`config.mk`:
```
export PLATFORM = sky130hd
export DESIGN_NAME = bfh_cell
export DESIGN_NICKNAME = d
export VERILOG_FILES = /design/src/hdl/best_fit_heap_allocator_assert.svh /design/src/hdl/bfh_pkg.sv /design/src/hdl/bfh_cell.sv
export SDC_FILE = /design/constraint.sdc
export NUM_CORES = 1
export LEC_CHECK = 0
export BUFFER_PORTS_ARGS = -buffer_cell sky130_fd_sc_hd__buf_2
export CORE_UTILIZATION = 45
export CTS_BUF_LIST = sky130_fd_sc_hd__clkbuf_2 sky130_fd_sc_hd__clkbuf_4 sky130_fd_sc_hd__clkbuf_8
export CTS_CLUSTER_DIAMETER = 150
export DETAILED_ROUTE_END_ITERATION = 10
export PLACE_DENSITY = 0.85
export SYNTH_ARGS = -nofsm -noshare
export SYNTH_HDL_FRONTEND = slang
export SYNTH_SLANG_ARGS = --single-unit
```
`constraint.sdc`:
```
create_clock -name clk_i -period 1.04 [get_ports clk_i]
set_input_delay 0.104 -clock clk_i [delete_from_list [all_inputs] [get_ports clk_i]]
set_output_delay 0.104 -clock clk_i [all_outputs]
set_load 0.03 [all_outputs]
```
`src/hdl/best_fit_heap_allocator_assert.svh`:
```
// ----------------------------------------------------------------------------
// best-fit heap allocator assertion macros
// concurrent checks that drop out of synthesis builds
// ----------------------------------------------------------------------------
`ifndef BEST_FIT_HEAP_ALLOCATOR_ASSERT_SVH
`define BEST_FIT_HEAP_ALLOCATOR_ASSERT_SVH

`ifndef SYNTHESIS
// plain property check
`define BFH_ASSERT(lbl, clk, rst_n, prop, msg) \
  lbl: assert property (@(posedge clk) disable iff (!rst_n) (prop)) else $error(msg);
// implication check
`define BFH_ASSERT_IMPL(lbl, clk, rst_n, ante, cons, msg) \
  lbl: assert property (@(posedge clk) disable iff (!rst_n) (ante) |-> (cons)) else $error(msg);
`else
`define BFH_ASSERT(lbl, clk, rst_n, prop, msg)
`define BFH_ASSERT_IMPL(lbl, clk, rst_n, ante, cons, msg)
`endif

`endif

```
`src/hdl/bfh_pkg.sv`:
```
// ----------------------------------------------------------------------------
// bfh_pkg
// shared types and codes of the best-fit heap allocator
// ----------------------------------------------------------------------------
package bfh_pkg;

  // one table entry
  typedef struct packed {
    logic [31:0] off;
    logic [31:0] size;
    logic        free;
  } entry_t;

  // broadcast control to the cell row
  typedef struct packed {
    logic   shift;
    logic   wr;
    entry_t wdata;
  } cell_ctl_t;

  typedef enum logic [2:0] {
    ST_OK      = 3'd0,
    ST_ZERO    = 3'd1,
    ST_OOM     = 3'd2,
    ST_NULL    = 3'd3,
    ST_UNKNOWN = 3'd4
  } status_e;

  typedef enum logic {
    CMD_ALLOC = 1'b0,
    CMD_FREE  = 1'b1
  } cmd_e;

  typedef enum logic [1:0] {
    REG_BASE   = 2'd0,
    REG_INIT   = 2'd1,
    REG_GROWTH = 2'd2,
    REG_LIMIT  = 2'd3
  } reg_e;

endpackage

```
`src/hdl/bfh_cell.sv`:
```
// ----------------------------------------------------------------------------
// bfh_cell
// one table slot: loads from its right neighbor on a shift, or a broadcast write
// ----------------------------------------------------------------------------
module bfh_cell #(
  parameter int IW = 6,
  parameter int IDX = 0,
  parameter bfh_pkg::entry_t RST_ENTRY = '0
) (
  input  logic               clk_i,
  input  logic               rst_ni,
  input  bfh_pkg::cell_ctl_t ctl_i,
  input  logic [IW-1:0]      wr_idx_i,
  input  bfh_pkg::entry_t    right_i,
  output bfh_pkg::entry_t    ent_o
);
  import bfh_pkg::*;

  entry_t ent_q;
  logic   sel;

  // address decode of the broadcast write
  assign sel = ctl_i.wr && (wr_idx_i == IW'(IDX));

  // slot storage, write wins over shift
  always_ff @(posedge clk_i or negedge rst_ni) begin
    if (!rst_ni) begin
      ent_q <= RST_ENTRY;
    end else if (sel) begin
      ent_q <= ctl_i.wdata;
    end else if (ctl_i.shift) begin
      ent_q <= right_i;
    end
  end

  assign ent_o = ent_q;
endmodule

```
; ---- Word level (Yosys, flattened, before mapping)
; Cells that the tools add are included.
[op_classes]
muxes = 2
reduce_logical = 3
[op_table]
columns = op, n
row1 = 2-to-1 mux 65 bit, 2
row2 = logical NOT 6 bit, 1
row3 = nonzero test 2 bit, 1
row4 = logical AND 1 bit, 1
[totals]
elab_cells = 8
in_bits = 140
out_inout_bits = 65
ff_bits = 65

; ---- Depth between registers and ports, before layout
; Gate-level depths: netlist (run 1).
[depth]
depth_word = 3
mapped_depth = 5
mapped_depth_nobuf = 3

; ---- Worst setup path before layout (run 1)
; OpenSTA, ideal clock, no wires.
[synth_timing]
path_kind = in2reg
start = in ctl_i[66] (netlist name)
end = reg ent_q, in the netlist ent_o[10]
path_buffers = 2
stages = 4
required_time_ns = 0.915
path_slack_ns = -0.164
setup_ns = 0.125
t_arrival_ns = 1.078
path_cell_list = buf_2 > buf_2 > mux2_2 > mux2_4
[synth_between]
elab_chain_len = 1
[synth_lines]
columns = item, line
row1 = from (decl), bfh_cell.sv:12  ; input bfh_pkg::cell_ctl_t ctl_i,
row2 = nonzero test 2 bit (no line), --
row3 = to (signal assigned), bfh_cell.sv:30  ; ent_q <= ctl_i.wdata;
row4 = to (signal assigned), bfh_cell.sv:32  ; ent_q <= right_i;
row5 = to (decl), bfh_cell.sv:19  ; entry_t ent_q;
; Every way passes these cells.
; A chain may end at the register's enable or synchronous reset.

==> results of run 1 <==
-- what timing repair did --
item | 4_1_cts | 5_1_grt
endpoints found under the setup margin | 2 | 53
endpoints found under the hold margin | 108 | 3
hold buffers | 44 | 3
resized for setup | 3 | 68
setup buffers | 0 | 0
-- worst max-delay path, delay by kind of cell, from the launching register on --
| kind | cells | cell delay (ns) |
|---|---|---|
| flip-flops | 1 | 0.41 |
| multiplexers | 2 | 0.54 |
-- power by group through the flow --
stage                     registers [uW]  logic, uW  clock network (uW)
final                               2950       2200                2610
after global routing                2990       2330                2770
after CTS                           2940       2070                2640
after detailed placement            2980       1930                   0
after global placement              2970       1880                   0
after floorplan                     3520        691                   0
-- layer usage --
metal | GRT usage, % | vias up
met1 | 23.7 | 1312
met2 | 43.6 | 125
met3 | 6.09 | 18
met4 | 8.08 | 0
met5 | 0 | -
li1 | - | 1282
-- worst max path at each step --
| stage | from | end | slack (ns) | cells past startpoint |
|---|---|---|---|---|
| after floorplan | wr_idx_i[4] | ent_o[18]$_DFFE_PN0P_ | -0.11 | 5 |
| after global placement | wr_idx_i[4] | ent_o[42]$_DFFE_PN0P_ | -0.23 | 5 |
| after detailed placement | wr_idx_i[4] | ent_o[51]$_DFFE_PN0P_ | -0.25 | 5 |
| after CTS | ent_o[37]$_DFFE_PN0P_ | ent_o[37]$_DFFE_PN0P_ | 0.002 | 2 |
| after global routing | ent_o[30]$_DFFE_PN0P_ | ent_o[30]$_DFFE_PN0P_ | -0.04 | 2 |
| final | ent_o[43]$_DFFE_PN0P_ | ent_o[43]$_DFFE_PN0P_ | -0.03 | 2 |
-- layout by cell type, fill, tap and decap left out --
master,instances
buf_2,180
mux2_4,71
mux2_2,59
dfrtp_1,50
dlygate4sd3_1,47
buf_4,25
dfrtp_2,15
clkbuf_8,9
buf_12,5
bufinv_16,3
clkinv_2,2
buf_6,2
nor4b_4,1
nor3_1,1
nand2_4,1
inv_6,1
clkinv_4,1
-- cell families (layout without fill, tap and decap cells) --
family / Yosys count / count (layout) / share of synthesized area [%]
DFF: 65 / 65 / 47.7
buffers and inverters: 14 / 275 / 3.12
and+or+nand+nor: 3 / 3 / 0.697
muxes: 130 / 130 / 48.5
-- cell type report --
class / count / area (um2)
well taps: 99 / 124
clock buffers: 9 / 124
multi-input cells: 133 / 1770
fillers: 434 / 1830
clock inverters: 7 / 118
flip-flops and latches: 65 / 1650
repair buffers: 259 / 1680
-- per-stage QoR --
| stage | utilization [%] | TNS [ns] | hold WS (ns) | setup slack (ns) |
|---|---|---|---|---|
| finish | 74.9 | -0.0707 | 0.0117 | -0.0287 |
| global route | 74.9 | -0.533 | -0.00808 | -0.0394 |
| CTS | 72.6 | 0 | 0.00177 | 0.00234 |
| detailed placement | 63.1 | -15.28 | 0.149 | -0.254 |
| global placement | 63.1 | -14.22 | 0.138 | -0.229 |
| floorplan | - | -6.14 | -0.192 | -0.107 |
==> results.toml, run 1 <==
[status]
status = "finished with violations"
failed_checks = "negative setup slack"

[logic_synthesis]
syn_inst = 212
synth_ff_type = "dfrtp_1"
synth_nets = 352
syn_area_per_cell_um2 = 16.1
synth_top_area_cell = "dfrtp_1"
ys_async_sr_fraction_pct = 100
synthTopCellsByArea = "dfrtp_1, mux2_2, mux2_4"
synth_edf_count = 0
ys_seq_area_share_pct = 47.7
synth_area_um2 = 3410
ys_types = 9
synth.most_common_cell = "mux2_2"
synth-seq-cells = 65
synth_common_cells = "mux2_2, dfrtp_1, mux2_4, buf_2, buf_6"
ys_warn_count = 0
netlist.area_leader.share_pct = 47.7

[timing]
max_freq_mhz = 936
hold_violations = 0
slew_headroom_pct = 68.3
setup_viol = 6
worstMarginPinSlew_ns = 0.475
fin_ws_ns = -0.0287
period_share_pct = 103
rsz0062_at_grt = "yes"
slew_violations = 0
period_needed_ns = 1.07
clock_skew_ns = 0

[placed_design]
place_hpwl_um = 6160
place_inst = 509
port_buffers = 204
gp_congestion = 0.754
placed_cell_area_um2 = 4600

[finish]
area_delta_synth_final_pct = 60.3
final_cell_area_um2 = 5460
largest_reg_flops = 65
final_nets = 608
diodes = 0
drive_above_1_share_pct = 79.3
finalNonFillerCells = 572

[worst_setup_path]
required_ns = 1.25
crit_slowest_cell = "dfrtp_1"
cpPeakStageDelay_ns = 0.41
worstPathArrival_ns = 1.28
endpoint_kind = "register"
crit_chain = "mux2_2, mux2_4"
reg2reg_depth = 2
crit_fanout = 2
worstSetupStartpointType = "register"
r2r_start = "ent_o[43]$_DFFE_PN0P_"
rrSetupSlack_ns = -0.03
criticalPathCategory = "register to register"
reg2reg_to = "ent_o[43]$_DFFE_PN0P_"

[route]
wl_met2_um = 5430
top_layer_used = "met4"
drt-met1-wl_um = 3400
wl_per_cell_um = 17.0
dr_wl_met3_um = 682
vias_per_cell = 4.78
dr_total_vias = 2737
drt-initial-drc-count = 82
drc = 0
wl_um = 9710
first_pass_iters = 3
ant_nets = 0

[min_path]
min_path_cells = 2
hold_end = "ent_o[37]$_DFFE_PN0P_"
hold_path_class = "input port to register"
hold_start = "ctl_i[37]"

[floorplan]
start_util_pct = 46.7
row_count = 31
die_h_um = 89.0
top_level_ports = 205
die_w_um = 89.0
coreArea_um2 = 7290
die-area_um2 = 7930

[power]
total_power_uw = 7760
p_leak_uw = 0.00288
ir_drop_v = 0.000966
p_int_uw = 5550
p_sw_share_pct = 28.5
p_comb_share_pct = 28.4
pwr-share-seq_pct = 38.0
power_density_nw_per_um2 = 1420
clkPwrFrac_pct = 33.6
switchingPower_uw = 2210

[clock_network]
cts_tree = "built"
insertion_delay_ns = 0.32
clock_sinks = 65
cts-htree-levels = 3
clk_pin_slew_ns = 0.08
cts_root_buffer = "clkbuf_8"
cts_buffer_depth = 2
cts_buffers = 9

[grt]
antenna_found_initial = 0
grt_pass1_vias = 2793
gr-usage-all-layers_pct = 22.7
grt_pass1_wl_um = 13400
overflow = 0
grt_max_degree = 38

[run]
drv_cap = 0
No activity file was read; power rests on OpenSTA's default activity.
==> run 2, diff against run 1 <==
- CELL_PAD_IN_SITES_DETAIL_PLACEMENT: default -> 1
- CELL_PAD_IN_SITES_GLOBAL_PLACEMENT: default -> 2
- CORE_UTILIZATION: 45 -> 28
==> results.toml, run 2 (synthesis results as in run 1) <==
[timing]
period_share_pct = 107
slew_headroom_pct = 83.3
max_freq_mhz = 901
rsz0062_at_grt = "yes"
finalSetupTns_ns = -0.297
period_needed_ns = 1.11
setup_viol = 21
clock_skew_ns = 0
slew_violations = 0
hold_violations = 0
fin_ws_ns = -0.0701
worstMarginPinSlew_ns = 0.249
whs_ns = 0.0198

[status]
status = "finished with violations"
failed_checks = "design-rule violations, negative setup slack"

[placed_design]
dp_slack_ns = -0.265
port_buffers = 204
placed_cell_area_um2 = 4700
place_inst = 555
gp_congestion = 0.699
place_hpwl_um = 7130

[clock_network]
clk_pin_slew_ns = 0.07
cts-htree-levels = 3
cts_setup_buffers = 0
cts_root_buffer = "clkbuf_8"
cts_tree = "built"
insertion_delay_ns = 0.35
cts_buffer_depth = 2
clock_sinks = 65
cts_buffers = 9

[worst_setup_path]
worstPathArrival_ns = 1.01
endpoint_kind = "output port"
required_ns = 0.94
worstSetupStartpointType = "register"
crit_fanout = 2
criticalPathCategory = "register to output port"

[finish]
layout.cells.most_common = "buf_2"
drive_above_1_share_pct = 76.5
diodes = 0
largest_reg_flops = 65
area_delta_synth_final_pct = 77.0
finalNonFillerCells = 636
final_cell_area_um2 = 6030
final_nets = 628
mostFrequentLayoutCells = "buf_2, mux2_4, dlygate4sd3_1, buf_6, mux2_2"

[floorplan]
coreArea_um2 = 11700
die_h_um = 112
start_util_pct = 29.2
row_count = 39
die-area_um2 = 12600
die_w_um = 112
top_level_ports = 205

[route]
drt-initial-drc-count = 69
ant_nets = 0
vias_per_cell = 4.50
wl_um = 11200
drc = 16
first_pass_iters = 7
dr_total_vias = 2860
wl_per_cell_um = 17.6

[grt]
grt_pass1_vias = 3351
grt_max_degree = 39
overflow = 0
grt_pass1_wl_um = 17300
antenna_found_initial = 0
gr-usage-all-layers_pct = 18.0

[run]
drv_cap = 0

[min_path]
hold_path_class = "input port to register"

[power]
p_leak_uw = 0.00308
ir_drop_v = 0.000636
power_density_nw_per_um2 = 1310
==> run 2: cell types whose count changed in the layout (fill, tap and decap cells not counted), sizes merged <==
cell         before  now
buf             212  214
bufinv            3    1
clkbuf            9   14
clkinv            3    1
dlygate4sd3      47   65
inv               1    0
==> run 2: critical path: stages, from the launching register on <==
cell and delay [ns]:
dfrtp_1 0.41, buf_6 0.13, buf_6 0.13
==> run 2: path summary, 6_finish.rpt <==
path | to | cells after the start | startpoint | slack [ns]
max | ent_o[13] | 2 | ent_o[13]$_DFFE_PN0P_ | -0.07
min | ent_o[0]$_DFFE_PN0P_ | 2 | ctl_i[0] | 0.02
max reg2reg | ent_o[30]$_DFFE_PN0P_ | 2 | ent_o[30]$_DFFE_PN0P_ | -0.03
min reg2reg | ent_o[3]$_DFFE_PN0P_ | 2 | ent_o[3]$_DFFE_PN0P_ | 0.64
max in group asynchronous | ent_o[35]$_DFFE_PN0P_ | 3 | rst_ni | 0.45
min in group asynchronous | ent_o[2]$_DFFE_PN0P_ | 2 | rst_ni | 0.16
==> run 2: metrics by stage <==
| stage | power [uW] | utilization, % |
|---|---|---|
| global route | 8250 | 51.7 |
| finish | 7900 | 51.7 |
| global placement | 4890 | 40.3 |
| floorplan | 4210 | - |
| detailed placement | 4950 | 40.3 |
| CTS | 7730 | 49.6 |
==> run 2: area by class of cell <==
cell class / count / area [um2]
Fill cell: 1196 / 5630
Timing Repair Buffer: 279 / 2220
Multi-Input combinational cell: 133 / 1770
Sequential cell: 65 / 1650
Clock buffer: 14 / 180
Tap cell: 143 / 179
Clock inverter: 2 / 35.0
==> run 2: where the power goes <==
group	total, uW	switching [uW]	internal, uW
Sequential	3010	205	2810
Combinational	2520	1070	1450
Clock	2370	1010	1360
==> run 2: timing repair <==
action,4_1_cts,5_1_grt
hold endpoints to repair,129,0
pin swaps,0,0
hold buffers,65,0
endpoints found under the setup margin,38,98
gates resized for setup,70,105
==> run 2: layer usage <==
layer  GRT usage [%]  wire length [um]
met5               0                 0
met3            5.29               833
met1            19.2              4240
met2            33.2              5890
met4            7.38               234
==> run 3, diff against run 2 <==
--- a/config.mk
+++ b/config.mk
@@ -13,4 +13,5 @@
 export CTS_CLUSTER_DIAMETER = 150
 export DETAILED_ROUTE_END_ITERATION = 10
+export HOLD_SLACK_MARGIN = 0.1
 export PLACE_DENSITY = 0.85
 export SYNTH_ARGS = -nofsm -noshare
==> constraint.sdc (replaced) <==
create_clock -name clk_i -period 1.04 [get_ports clk_i]
set_input_delay 0.052 -clock clk_i [delete_from_list [all_inputs] [get_ports clk_i]]
set_output_delay 0.052 -clock clk_i [all_outputs]
set_load 0.03 [all_outputs]
==> results.toml, run 3 <==
[status]
status = "did not finish"
stop_stage = "clock tree synthesis"
tool.error = "[ERROR RSZ-0060] Max buffer count reached."

[logic_synthesis]
synth_ff_type = "dfrtp_1"
synth_common_cells = "mux2_2, dfrtp_1, mux2_4, buf_2, buf_6"
synthTopCellsByArea = "dfrtp_1, mux2_2, mux2_4"
synth_area_um2 = 3410
synth_top_area_cell = "dfrtp_1"
synth_nets = 352
synth-seq-cells = 65
synth_edf_count = 0
syn_inst = 212
synth.most_common_cell = "mux2_2"
ys_warn_count = 0
ys_types = 9
netlist.area_leader.share_pct = 47.7
ys_seq_area_share_pct = 47.7
syn_area_per_cell_um2 = 16.1
ys_async_sr_fraction_pct = 100

[placed_design]
port_buffers = 204
place_inst = 554
gp_congestion = 0.695
placed_cell_area_um2 = 4710
place_hpwl_um = 7230

[floorplan]
start_util_pct = 29.2
row_count = 39
top_level_ports = 205
die_h_um = 112
die_w_um = 112

[clock_network]
clock_sinks = 65
cts_root_buffer = "clkbuf_8"
cts_resized = 4
cts_setup_buffers = 0
cts_buffers = 9
cts-htree-levels = 3
cts_buffer_depth = 2
holdBufCountCts = 115
run 3: through the flow:
stage | worst slack, ns | hold WS (ns) | util [%]
floorplan | -0.0570 | -0.244 | -
global placement | -0.249 | 0.120 | 40.4
detailed placement | -0.298 | 0.117 | 40.4
run 3: logic make-up after synthesis:
logic type             count (synthesis)  synth area share (%)
AND/OR/NAND/NOR                        3                 0.697
buffers and inverters                 14                  3.12
flip-flops                            65                  47.7
multiplexers                         130                  48.5
==> run 4, diff against run 3 <==
- CELL_PAD_IN_SITES_DETAIL_PLACEMENT: 1 -> default
- CELL_PAD_IN_SITES_GLOBAL_PLACEMENT: 2 -> default
- CORE_UTILIZATION: 28 -> 40
- CTS_BUF_LIST: sky130_fd_sc_hd__clkbuf_2 sky130_fd_sc_hd__clkbuf_4 sky130_fd_sc_hd__clkbuf_8 -> default
- CTS_CLUSTER_DIAMETER: 150 -> default
- HOLD_SLACK_MARGIN: 0.1 -> default
- PLACE_DENSITY: 0.85 -> default
- PLACE_DENSITY_LB_ADDON: default -> 0.15
==> results.toml, run 4 (synthesis results as in run 1) <==
[status]
status = "finished with violations"
failed_checks = "negative setup slack"

[route]
drt-initial-drc-count = 83
dr_total_vias = 2789
drc = 0
wl_um = 8950
first_pass_iters = 4
vias_per_cell = 4.66
ant_nets = 0
wl_per_cell_um = 15.0

[finish]
area_delta_synth_final_pct = 63.7
fill_cells = 648
final_nets = 629
seq_area_um2 = 1710
fin_util_pct = 67.9
largest_reg_flops = 65
finalNonFillerCells = 598
multiInputGateArea_um2 = 1750
final_cell_area_um2 = 5580
mostFrequentLayoutCells = "buf_2, mux2_4, dlygate4sd3_1, dfrtp_2, mux2_2"
layout.cells.most_common = "buf_2"
drive_above_1_share_pct = 86.4

[clock_network]
cts_tree = "built"
cts_buffer_depth = 2
insertion_delay_ns = 0.32
clk_pin_slew_ns = 0.07
cts_root_buffer = "clkbuf_8"
clock_sinks = 65
cts-htree-levels = 3
cts_buffers = 9

[grt]
grt_pass1_vias = 2870
grt_pass1_wl_um = 13500
overflow = 0
grt_max_degree = 48
antenna_found_initial = 1
gr-usage-all-layers_pct = 19.8

[timing]
setup_viol = 3
worstMarginPinSlew_ns = 0.335
clock_skew_ns = 0
period_share_pct = 103
slew_violations = 0
fin_ws_ns = -0.0307
period_needed_ns = 1.07
slew_headroom_pct = 77.6
rsz0062_at_grt = "yes"
hold_violations = 0
max_freq_mhz = 934

[run]
drv_cap = 0

[power]
power_density_nw_per_um2 = 1280
clkPwrFrac_pct = 28.4
p_sw_share_pct = 28.8
total_power_uw = 7160
ir_drop_v = 0.000727
p_comb_share_pct = 30.1
p_int_uw = 5100
pwr-share-seq_pct = 41.5
p_leak_uw = 0.00284
switchingPower_uw = 2060

[worst_setup_path]
crit_fanout = 2
criticalPathCategory = "register to register"
worstPathArrival_ns = 1.27
required_ns = 1.24
worstSetupStartpointType = "register"
endpoint_kind = "register"

[floorplan]
die_w_um = 94.3
die_h_um = 94.3
top_level_ports = 205
coreArea_um2 = 8220
die-area_um2 = 8890
start_util_pct = 41.5
row_count = 33

[placed_design]
gp_congestion = 0.743
place_hpwl_um = 6280
placed_cell_area_um2 = 4670
dp_slack_ns = -0.297
port_buffers = 204
place_inst = 517

[min_path]
hold_path_class = "input port to register"
==> run 4: path summary, 6_finish.rpt <==
path,end,from,slack (ns),cells past startpoint
min in group asynchronous,ent_o[7]$_DFFE_PN0P_,rst_ni,0.28,3
min,ent_o[3]$_DFFE_PN0P_,right_i[3],0.08,3
max,ent_o[5]$_DFFE_PN0P_,ent_o[5]$_DFFE_PN0P_,-0.03,2
max in group asynchronous,ent_o[41]$_DFFE_PN0P_,rst_ni,0.51,3
min reg2reg,ent_o[64]$_DFFE_PN0P_,ent_o[64]$_DFFE_PN0P_,0.64,2
max reg2reg,ent_o[5]$_DFFE_PN0P_,ent_o[5]$_DFFE_PN0P_,-0.03,2
==> run 4: worst max-delay path: stages (launching register included) <==
cell	delay (ns)
dfrtp_2	0.42
mux2_2	0.28
mux2_4	0.26
==> run 4: repair_timing <==
item | CTS | global route
hold buffers | 66 | 0
buffers inserted | 0 | 0
resized for setup | 0 | 17
hold endpoints to repair | 130 | 0
endpoints found under the setup margin | 0 | 47
==> run 4: cell type report <==
class                      instances  share of cell area, %
antenna                            1                 0.0449
clock buffer                      10                   2.47
clock inverter                     4                  0.808
multi-input combinational        133                   31.3
sequential                        65                   30.6
tap                              105                   2.36
timing repair buffer             280                   32.4
==> run 4: through the flow <==
stage               hold WS [ns]  TNS [ns]
floorplan                 -0.244     -3.67
global placement          0.0728    -15.84
detailed placement        0.0790    -17.76
CTS                       0.0648         0
global route              0.0656    -0.459
finish                    0.0797   -0.0476
==> run 4: metal layers <==
metal  vias up  track usage (%)  routed length (um)
li1       1325                -                   -
met5         -                0                   0
met2       125             34.4                4650
met4         0             8.33                 179
met3        14             4.77                 608
met1      1325             23.2                3520
==> run 4: power by group through the flow <==
stage | clock (uW) | sequential, uW | combinational (uW)
finish | 2040 | 2970 | 2150
global route | 2230 | 3000 | 2290
CTS | 2110 | 2970 | 2110
detailed placement | 0 | 3010 | 1910
global placement | 0 | 3000 | 1890
floorplan | 0 | 3570 | 689
